### src/rtl/hsv_pkg.sv
// hsv_pkg: shared types, constants and helper functions for the hsv to rgb pipeline
// no dependencies; imported by every module of the block
`timescale 1ns / 1ps
`default_nettype none

package hsv_pkg;

   // field types
   typedef logic [8:0]  hue_type;
   typedef logic [6:0]  pct_type;
   typedef logic [5:0]  rem_type;
   typedef logic [12:0] factor_type;
   typedef logic [19:0] num_type;
   typedef logic [7:0]  chan_type;
   typedef logic [26:0] quot_in_type;

   // color wheel sectors, 60 degrees each
   typedef enum logic [2:0] {
      SEC_RED_YEL = 3'd0,
      SEC_YEL_GRN = 3'd1,
      SEC_GRN_CYN = 3'd2,
      SEC_CYN_BLU = 3'd3,
      SEC_BLU_MAG = 3'd4,
      SEC_MAG_RED = 3'd5
   } sector_type;

   // range limits
   localparam hue_type    HUE_MAX     = 9'd360;
   localparam pct_type    PCT_MAX     = 7'd100;
   localparam rem_type    SECTOR_SPAN = 6'd60;
   localparam factor_type FULL_NUM    = 13'd6000;
   localparam num_type    NUM_MAX     = 20'd600000;

   // scale: floor(num * 255999 / 600000000) = floor(floor(num * 85333 / 2^9) / 390625)
   localparam logic [16:0] SCALE_MUL   = 17'd85333;
   localparam int          SCALE_SHIFT = 9;
   localparam logic [18:0] SCALE_DIV   = 19'd390625;
   // reciprocal of the divisor, floor(2^36 / 390625)
   localparam logic [17:0] RECIP_MUL   = 18'd175921;
   localparam int          RECIP_SHIFT = 36;

   // per-sector stage outputs
   typedef struct packed {
      sector_type sector;
      pct_type    val;
      factor_type fp;
      factor_type fq;
      factor_type ft;
   } factor_bundle_type;

   // routed channel numerators
   typedef struct packed {
      num_type r;
      num_type g;
      num_type b;
   } rgb_num_type;

   // first hue of a sector
   function automatic hue_type sector_base(input sector_type sec);
      hue_type base;
      begin
         base = 9'(sec) * 9'(SECTOR_SPAN);
         return base;
      end
   endfunction

endpackage

`default_nettype wire

### src/rtl/hsv_sector.sv
// hsv_sector: input saturation, sector split and the three saturation factors
// depends on hsv_pkg; two register stages
`timescale 1ns / 1ps
`default_nettype none

module hsv_sector import hsv_pkg::*; (
   input  wire logic              clock,
   input  wire logic              reset,
   input  wire logic              adv,
   input  wire logic              in_valid,
   input  wire hue_type           hue,
   input  wire pct_type           sat,
   input  wire pct_type           val,
   output      logic              out_valid,
   output      factor_bundle_type out_bundle
);

   hue_type    hue_sat;
   pct_type    sat_in, val_in;
   sector_type sector_in;
   hue_type    rem_full;
   rem_type    rem_in;

   logic       valid_a_ff;
   pct_type    sat_ff, val_a_ff;
   sector_type sector_a_ff;
   rem_type    rem_ff;

   factor_type s_rem, s_comp;
   factor_bundle_type bundle_in;

   logic              valid_b_ff;
   factor_bundle_type bundle_ff;

   // clamp inputs and find the sector
   always_comb begin
      hue_sat = (hue > HUE_MAX) ? HUE_MAX : hue;
      sat_in  = (sat > PCT_MAX) ? PCT_MAX : sat;
      val_in  = (val > PCT_MAX) ? PCT_MAX : val;
      priority if (hue_sat >= sector_base(SEC_MAG_RED)) begin
         sector_in = SEC_MAG_RED;
      end else if (hue_sat >= sector_base(SEC_BLU_MAG)) begin
         sector_in = SEC_BLU_MAG;
      end else if (hue_sat >= sector_base(SEC_CYN_BLU)) begin
         sector_in = SEC_CYN_BLU;
      end else if (hue_sat >= sector_base(SEC_GRN_CYN)) begin
         sector_in = SEC_GRN_CYN;
      end else if (hue_sat >= sector_base(SEC_YEL_GRN)) begin
         sector_in = SEC_YEL_GRN;
      end else begin
         sector_in = SEC_RED_YEL;
      end
      rem_full = hue_sat - sector_base(sector_in);
      rem_in   = rem_full[5:0];
   end

   // stage a
   always_ff @(posedge clock) begin
      if (reset) begin
         valid_a_ff <= 1'b0;
      end else if (adv) begin
         valid_a_ff <= in_valid;
      end
   end

   always_ff @(posedge clock) begin
      if (adv) begin
         sat_ff      <= sat_in;
         val_a_ff    <= val_in;
         sector_a_ff <= sector_in;
         rem_ff      <= rem_in;
      end
   end

   // saturation factors for p, q and t
   always_comb begin
      s_rem  = 13'(sat_ff) * 13'(rem_ff);
      s_comp = 13'(sat_ff) * 13'(SECTOR_SPAN - rem_ff);
      bundle_in.sector = sector_a_ff;
      bundle_in.val    = val_a_ff;
      bundle_in.fp     = 13'(PCT_MAX - sat_ff) * 13'(SECTOR_SPAN);
      bundle_in.fq     = FULL_NUM - s_rem;
      bundle_in.ft     = FULL_NUM - s_comp;
   end

   // stage b
   always_ff @(posedge clock) begin
      if (reset) begin
         valid_b_ff <= 1'b0;
      end else if (adv) begin
         valid_b_ff <= valid_a_ff;
      end
   end

   always_ff @(posedge clock) begin
      if (adv) begin
         bundle_ff <= bundle_in;
      end
   end

   assign out_valid  = valid_b_ff;
   assign out_bundle = bundle_ff;

endmodule

`default_nettype wire

### src/rtl/hsv_mix.sv
// hsv_mix: value products and routing of v, p, q, t to red, green and blue
// depends on hsv_pkg; one register stage
`timescale 1ns / 1ps
`default_nettype none

module hsv_mix import hsv_pkg::*; (
   input  wire logic              clock,
   input  wire logic              reset,
   input  wire logic              adv,
   input  wire logic              in_valid,
   input  wire factor_bundle_type in_bundle,
   output      logic              out_valid,
   output      rgb_num_type       out_num
);

   num_type     nv, np, nq, nt;
   rgb_num_type num_in;
   logic        valid_ff;
   rgb_num_type num_ff;

   // products with value, then route by sector
   always_comb begin
      nv = 20'(in_bundle.val) * 20'(FULL_NUM);
      np = 20'(in_bundle.val) * 20'(in_bundle.fp);
      nq = 20'(in_bundle.val) * 20'(in_bundle.fq);
      nt = 20'(in_bundle.val) * 20'(in_bundle.ft);
      unique case (in_bundle.sector)
         SEC_RED_YEL: begin
            num_in = '{r: nv, g: nt, b: np};
         end
         SEC_YEL_GRN: begin
            num_in = '{r: nq, g: nv, b: np};
         end
         SEC_GRN_CYN: begin
            num_in = '{r: np, g: nv, b: nt};
         end
         SEC_CYN_BLU: begin
            num_in = '{r: np, g: nq, b: nv};
         end
         SEC_BLU_MAG: begin
            num_in = '{r: nt, g: np, b: nv};
         end
         default: begin
            num_in = '{r: nv, g: np, b: nq};
         end
      endcase
   end

   always_ff @(posedge clock) begin
      if (reset) begin
         valid_ff <= 1'b0;
      end else if (adv) begin
         valid_ff <= in_valid;
      end
   end

   always_ff @(posedge clock) begin
      if (adv) begin
         num_ff <= num_in;
      end
   end

   assign out_valid = valid_ff;
   assign out_num   = num_ff;

endmodule

`default_nettype wire

### src/rtl/hsv_scale.sv
// hsv_scale: scales one channel numerator to 8 bits by 255999 / 600000000
// depends on hsv_pkg; three register stages, reciprocal multiply with one correction
`timescale 1ns / 1ps
`default_nettype none

module hsv_scale import hsv_pkg::*; (
   input  wire logic     clock,
   input  wire logic     adv,
   input  wire num_type  num,
   output      chan_type chan
);

   logic [35:0] scaled;
   quot_in_type x_in;
   quot_in_type x_ff;

   logic [44:0] est;
   chan_type    q0_in;
   chan_type    q0_ff;
   quot_in_type x2_ff;

   quot_in_type back;
   quot_in_type rem;
   chan_type    chan_in;
   chan_type    chan_ff;

   // stage d: numerator times 85333, drop the power-of-two part of the divisor
   always_comb begin
      scaled = 36'(num) * 36'(SCALE_MUL);
      x_in   = scaled[SCALE_SHIFT +: $bits(quot_in_type)];
   end

   always_ff @(posedge clock) begin
      if (adv) begin
         x_ff <= x_in;
      end
   end

   // stage e: quotient estimate, low by at most one
   always_comb begin
      est   = 45'(x_ff) * 45'(RECIP_MUL);
      q0_in = est[RECIP_SHIFT +: $bits(chan_type)];
   end

   always_ff @(posedge clock) begin
      if (adv) begin
         q0_ff <= q0_in;
         x2_ff <= x_ff;
      end
   end

   // stage f: remainder check and correction
   always_comb begin
      back    = 27'(q0_ff) * 27'(SCALE_DIV);
      rem     = x2_ff - back;
      chan_in = (rem >= 27'(SCALE_DIV)) ? q0_ff + 8'd1 : q0_ff;
   end

   always_ff @(posedge clock) begin
      if (adv) begin
         chan_ff <= chan_in;
      end
   end

   assign chan = chan_ff;

endmodule

`default_nettype wire

### src/rtl/hsv_to_rgb_convert_top.sv
// hsv_to_rgb_convert_top: pixel pipeline from hsv (degrees, percent) to 8-bit rgb
// depends on hsv_pkg, hsv_sector, hsv_mix, hsv_scale
//
//   channel | ports                                         | direction
//   req     | req_valid, req_stall, req_hue_degrees,        | in (stall out)
//           | req_saturation_pct, req_value_pct             |
//   rsp     | rsp_valid, rsp_stall, rsp_red_out,            | out (stall in)
//           | rsp_green_out, rsp_blue_out                   |
//
// one pixel per clock unless a held result stalls the pipeline
// stages: clamp and sector, saturation factors, value products and routing,
// then three stages of the constant divide in each channel
// synchronous reset clears the valid bits only; payload registers are not reset
// a stalled result freezes the whole pipeline, req_stall follows within the cycle
`timescale 1ns / 1ps
`default_nettype none

module hsv_to_rgb_convert_top import hsv_pkg::*; (
   input  wire logic     clock,
   input  wire logic     reset,
   input  wire logic     req_valid,
   output      logic     req_stall,
   input  wire hue_type  req_hue_degrees,
   input  wire pct_type  req_saturation_pct,
   input  wire pct_type  req_value_pct,
   output      logic     rsp_valid,
   input  wire logic     rsp_stall,
   output      chan_type rsp_red_out,
   output      chan_type rsp_green_out,
   output      chan_type rsp_blue_out
);

   logic              adv;
   logic              valid_b;
   factor_bundle_type bundle_b;
   logic              valid_c;
   rgb_num_type       num_c;
   logic              valid_d_ff, valid_e_ff, valid_f_ff;

   // global advance: only a held result stops the pipe
   assign adv       = !(valid_f_ff && rsp_stall);
   assign req_stall = !adv;

   hsv_sector u_sector (
      .clock      (clock),
      .reset      (reset),
      .adv        (adv),
      .in_valid   (req_valid),
      .hue        (req_hue_degrees),
      .sat        (req_saturation_pct),
      .val        (req_value_pct),
      .out_valid  (valid_b),
      .out_bundle (bundle_b)
   );

   hsv_mix u_mix (
      .clock     (clock),
      .reset     (reset),
      .adv       (adv),
      .in_valid  (valid_b),
      .in_bundle (bundle_b),
      .out_valid (valid_c),
      .out_num   (num_c)
   );

   // valid bits for the divide stages
   always_ff @(posedge clock) begin
      if (reset) begin
         valid_d_ff <= 1'b0;
         valid_e_ff <= 1'b0;
         valid_f_ff <= 1'b0;
      end else if (adv) begin
         valid_d_ff <= valid_c;
         valid_e_ff <= valid_d_ff;
         valid_f_ff <= valid_e_ff;
      end
   end

   hsv_scale u_scale_red (
      .clock (clock),
      .adv   (adv),
      .num   (num_c.r),
      .chan  (rsp_red_out)
   );

   hsv_scale u_scale_green (
      .clock (clock),
      .adv   (adv),
      .num   (num_c.g),
      .chan  (rsp_green_out)
   );

   hsv_scale u_scale_blue (
      .clock (clock),
      .adv   (adv),
      .num   (num_c.b),
      .chan  (rsp_blue_out)
   );

   assign rsp_valid = valid_f_ff;

   // a held result must hold off new input
   a_stall_back: assert property (@(posedge clock) disable iff (reset)
      (rsp_valid && rsp_stall) |-> req_stall)
      else $error("result held but input not stalled");

   // no pipeline valid bit moves while stalled
   a_frozen: assert property (@(posedge clock) disable iff (reset)
      req_stall |=> $stable({valid_b, valid_c, valid_d_ff, valid_e_ff, valid_f_ff}))
      else $error("pipeline moved during stall");

   // routed numerators stay within full scale
   a_num_range: assert property (@(posedge clock) disable iff (reset)
      valid_c |-> (num_c.r <= NUM_MAX && num_c.g <= NUM_MAX && num_c.b <= NUM_MAX))
      else $error("channel numerator above full scale");

endmodule

`default_nettype wire

### config.mk
export PLATFORM = sky130hd
export DESIGN_NAME = hsv_to_rgb_convert_top
export DESIGN_NICKNAME = d
export VERILOG_FILES = /design/src/rtl/hsv_pkg.sv /design/src/rtl/hsv_sector.sv /design/src/rtl/hsv_mix.sv /design/src/rtl/hsv_scale.sv /design/src/rtl/hsv_to_rgb_convert_top.sv
export SDC_FILE = /design/constraint.sdc
export NUM_CORES = 2
export LEC_CHECK = 0
export ABC_AREA = 1
export BUFFER_PORTS_ARGS = -buffer_cell sky130_fd_sc_hd__buf_2
export CAP_MARGIN = 40
export CORE_AREA = 8 8 295 512
export DETAILED_ROUTE_END_ITERATION = 12
export DIE_AREA = 0 0 303 520
export PLACE_DENSITY = 0.8
export SETUP_SLACK_MARGIN = 0.02
export SLEW_MARGIN = 30
export SYNTH_ARGS = -nofsm -noshare
export SYNTH_HDL_FRONTEND = slang
export SYNTH_HIERARCHICAL = 1
export SYNTH_SLANG_ARGS = --single-unit
### constraint.sdc
create_clock -name clock -period 9.93 [get_ports clock]
set_input_delay 2.979 -clock clock [delete_from_list [all_inputs] [get_ports clock]]
set_output_delay 2.979 -clock clock [all_outputs]
set_load 0.05 [all_outputs]
# Yosys cells after proc, flatten, opt, wreduce, memory -nomap -nowiden
# Index checks and enable logic that the tools add are counted.
# op_classes
n_addsub	11
mul	17
div	0
magnitude_cmp	11
n_eq_ne	4
n_shift	0
n_mux	10
n_bitwise	0
n_reduce_logical	2
# ops
operator	count
$pmux 60 s5	1
$mul 27x18->44 const B	3
$mul 20x17->36 const B	3
$ge 27x19->1 const B	3
$mul 8x19->27 const B	3
$sub 27x27->27	3
$mul 7x13->20	2
$sub 13x13->13 const A	2
$add 8x1->8 const B	3
$mux 8	3
$ge 9x8->1 const B	2
$mul 7x11->18	1
$mul 7x9->16 const B	1
$gt 7x7->1 const B	2
$mul 13x4->11 const B	1
$mul 7x13->13	1
$mul 7x6->13	1
$mux 3	4
$ge 9x6->1 const B	1
$ge 9x7->1 const B	1
$ge 9x9->1 const B	1
$gt 9x9->1 const B	1
$mux 9	1
$sub 7x7->8 const A	1
9 further kinds	10
# word_totals
reg_bits	346
latchBits	0
mem_bits_rw	0
mem_bits_ro	0
inputBits	27
output_inout_bits	26
elab_cells	85
memories	0

# Logic depth before layout (Yosys ltp)
# logic_depth
ltp_word	10
ltp_mapped	29

# By module
# Netlist, hierarchy kept.
# by_module_without_submodules
mod	instances	cells_each	area_per_inst_um2	seq_area_each_um2
hsv_scale at u_scale_red	1	2547	22180.0	2102.0
hsv_scale at u_scale_green	1	2514	21987.3	2102.0
hsv_scale at u_scale_blue	1	2481	21861.0	2102.0
hsv_mix	1	2011	14268.7	1821.7
hsv_sector	1	750	6821.5	2112.0
hsv_to_rgb_convert_top	1	18	118.9	60.1

# Worst setup path after synthesis
# No wires, ideal clock.
# synth_timing
kind	input -> output
startpoint	input port rsp_stall
endpoint	output port req_stall
arrival_time_ns	7.917
setup_slack_ns	-0.966
stages	2
n_path_buf	0
cell_sequence	nand2_2 > inv_2
# synth_between
elab_chain_cells	1
# synth_lines
element	line	rtl
from (decl)	hsv_to_rgb_convert_top.sv:27	input wire logic rsp_stall,
$logic_and 1x1->1	hsv_to_rgb_convert_top.sv:41	assign adv = !(valid_f_ff && rsp_stall);
to (decl)	hsv_to_rgb_convert_top.sv:22	output logic req_stall,
# No other way between the ends.

# Worst setup path after layout
# Same ends and word-level chain as after synthesis.

==> flow_summary.json <==
{
  "seq_area_frac_synth_pct": 11.81,
  "chipHeight_um": 520,
  "min_period_over_period_pct": 67.85,
  "cts-resized-gates": 0,
  "rsz0062_at_grt": "no",
  "synth-async-reset-ratio_pct": 0,
  "avgRoutedWirePerCell_um": 18.00,
  "nFillCells": 11980,
  "regToRegStartpoint": "u_sector/out_bundle[44]",
  "cell_depth_of_the_worst_flop_to_flop_path": 18,
  "timing.critical_path.required_ns": 6.95,
  "synthMostInstantiatedCell": "sky130_fd_sc_hd__inv_1",
  "fmaxAchievable_mhz": 148.4,
  "worst_ep_arrival_time_ns": 3.76,
  "synth_area_um2": 87240,
  "period_minus_slack_ns": 6.738,
  "synth-compound-area-share_pct": 5.130,
  "rrSetupSlack_ns": 3.85,
  "hold_sp": "u_sector/val_a_ff[5]",
  "worstHoldPathCells": 0,
  "fraction_of_layout_instances_using_a_drive_strength_above_1_pct": 3.135,
  "synth_seq_cells": 345,
  "holdCritPathClass": "register to register",
  "synth_enable_flop_cells": 339,
  "remaining_drc_errors": 0,
  "post_cts_buffers": 0,
  "timing.max_slew.rel_slack_pct": 40.88,
  "detail_route.first_pass.iterations": 6,
  "total_nets_final": 13290,
  "clk_transition_reported_paths_ns": 0.06,
  "insertion_delay_ns": 0.65,
  "wl_um": 220900,
  "timing.final.hold_violations": 0,
  "dominant_combinational_cell_family_by_area_after_synthesis": "adder cells",
  "timing.critical_path.from": "rsp_stall",
  "clkSinkCount": 345,
  "final_util_pct": 63.17,
  "post-synth-top-area-fraction_pct": 29.60,
  "worstHoldEndpoint": "u_sector/out_bundle[44]",
  "peak_fanout_along_the_critical_path": 47,
  "final_antenna_net_count": 0,
  "netlist-cell-type-count": 64,
  "detailed_place_hpwl_um": 187700,
  "fin_tns_setup_ns": 0,
  "post_synth_mux_area_share_pct": 0.01147,
  "synthesized_area_fraction_occupied_by_adder_cells_pct": 52.57,
  "weighted_congestion_at_the_end_of_routability_driven_global_placement": 1.020,
  "critPathKind": "input port to output port",
  "fin_worst_skew_ns": 0.04660,
  "synthCells": 10320,
  "area_leader_netlist": "sky130_fd_sc_hd__fa_1",
  "crit_path_max_incr_delay_ns": 0.27,
  "horiz_die_dim_um": 303,
  "timing_worst_slew_pin_value_ns": 0.8838,
  "effective_utilization_at_floorplan_pct": 60.49,
  "io-pin-count": 53,
  "die_area_um2": 157600,
  "cap_violations": 0,
  "post_synth_xor_area_fraction_pct": 2.498,
  "timing.critical_path.to_type": "output port",
  "synth_top_cells_by_area": "sky130_fd_sc_hd__fa_1 (30%), sky130_fd_sc_hd__ha_1 (23%), sky130_fd_sc_hd__inv_1 (13%)",
  "standard_cell_with_the_maximum_stage_delay_on_the_critical_path": "sky130_fd_sc_hd__buf_2",
  "synth_warnings": 6,
  "setup_viol": 0,
  "result_of_the_run": "complete, no violations",
  "slew_viol_final": 0,
  "crit_path_frequent_cell": "sky130_fd_sc_hd__buf_2",
  "worstSetupStartpointType": "input port",
  "worst_r2r_endpoint": "u_mix/out_num[39]",
  "post_cts_hold_buffers": 0,
  "buffer_ports.inserted": 52,
  "grt-ovfl-total": 0,
  "area_growth_syn_to_layout_pct": 4.425,
  "detail_route.iter0.violations": 2786,
  "antenna_found_initial": 7,
  "timing.final.ws_setup_ns": 3.192,
  "grt_first_pass_wirelength_um": 358700,
  "first_global_vias": 74290,
  "clockRootBuffer": "sky130_fd_sc_hd__clkbuf_16",
  "synth_simple_gate_area_share_pct": 14.25,
  "detailedPlace.worstSlack_ns": 2.886,
  "cts_tree": "done",
  "crit_chain": "buf_2 -> nand2_8 -> inv_2 -> buf_2",
  "route.vias.total": 66820,
  "post-place-cells": 12190,
  "clock_tree.htree_level_count": 2,
  "yosys-top-cells-count": "sky130_fd_sc_hd__inv_1 (3063), sky130_fd_sc_hd__nand2_1 (1701), sky130_fd_sc_hd__ha_1 (1601)",
  "std_cell_rows": 185,
  "coreArea_um2": 144200,
  "track_usage_pct": 28.60,
  "ys_dominant_reg_cell": "sky130_fd_sc_hd__edfxtp_1",
  "grt_max_degree": 106,
  "via_density": 5.445,
  "final_cell_count_no_fill": 12270,
  "syn_avg_cell_area_um2": 8.452,
  "ctsLongestPathBuffers": 3,
  "cts_made_buffers": 39
}
-- how the worst max path moves through the flow --
stage | to | slack, ns | cells past startpoint
2_1_floorplan | req_stall | 1.10 | 2
3_3_place_gp | req_stall | 2.90 | 4
3_5_place_dp | req_stall | 2.89 | 4
4_1_cts | req_stall | 2.88 | 4
5_1_grt | req_stall | 3.13 | 4
6_report | req_stall | 3.19 | 4
-- metal layers --
| metal | vias up | GRT usage [%] | routed length [µm] |
|---|---|---|---|
| met4 | 10 | 20.12 | 19130 |
| met3 | 930 | 3.549 | 8427 |
| met2 | 1787 | 55.86 | 120900 |
| met5 | - | 0 | 63 |
| met1 | 32380 | 26.82 | 72400 |
| li1 | 31710 | - | - |
-- through the flow --
step	hold slack, ns	instance area [µm²]
final	0.4196	91100
after global routing	0.4272	91090
after CTS	0.4143	90980
after detailed placement	0.4057	89660
after global placement	0.4019	89660
after floorplan	0.4003	87250
-- layout by cell type (no fill, tap or decap), drive strengths merged, types with 156 or more instances in the layout --
cell type  synthesis  final
a21oi            397    397
edfxtp           339    339
fa              1290   1290
ha              1601   1601
inv             3101   3107
nand2           1744   1744
nand3            367    367
nor2             498    498
o21ai            174    174
xor2             156    156
-- critical path, delay by kind of cell --
kind | cells | cell delay, ns
and+or+nand+nor | 1 | 0.25
buffers and inverters | 3 | 0.52
-- state kept, by name, indices dropped and copies added, names as in the netlist, 8 cells and up --
| signal | flops |
|---|---|
| u_scale_red/x2_ff | 27 |
| u_scale_blue/x2_ff | 27 |
| u_scale_blue/x_ff | 27 |
| u_scale_blue/chan | 8 |
| u_scale_red/q0_ff | 8 |
| u_sector/out_bundle | 46 |
| u_scale_green/x2_ff | 27 |
| u_scale_blue/q0_ff | 8 |
| u_scale_green/q0_ff | 8 |
| u_scale_green/chan | 8 |
| u_mix/out_num | 60 |
| u_scale_red/chan | 8 |
| u_scale_green/x_ff | 27 |
| u_scale_red/x_ff | 27 |
-- cell families (layout without fill, tap and decap cells) --
| logic type | count (synthesis) | after routing |
|---|---|---|
| and+or+nand+nor | 2881 | 2881 |
| adders and majority gates | 2891 | 2891 |
| buffers and inverters | 3174 | 3250 |
| DFF | 345 | 345 |
| other | 1 | 7 |
| xor gates and xnor gates | 248 | 248 |
| AOI/OAI and AO/OA | 780 | 780 |
| muxes | 1 | 1 |
-- cell type report --
class	count	area, µm²	share of cell area, %
multi-input combinational	6803	65010	71.36
timing repair buffer	71	452.9	0.4972
sequential	345	10300	11.31
clock buffer	40	979.7	1.075
clock inverter	32	340.3	0.3736
tap	1870	2340	2.568
inverter	3107	11660	12.80
antenna	5	12.51	0.01373
Power is left out: the tool's default activity adds up to more than one toggle a clock period on the data nets, which glitch-free logic cannot reach.
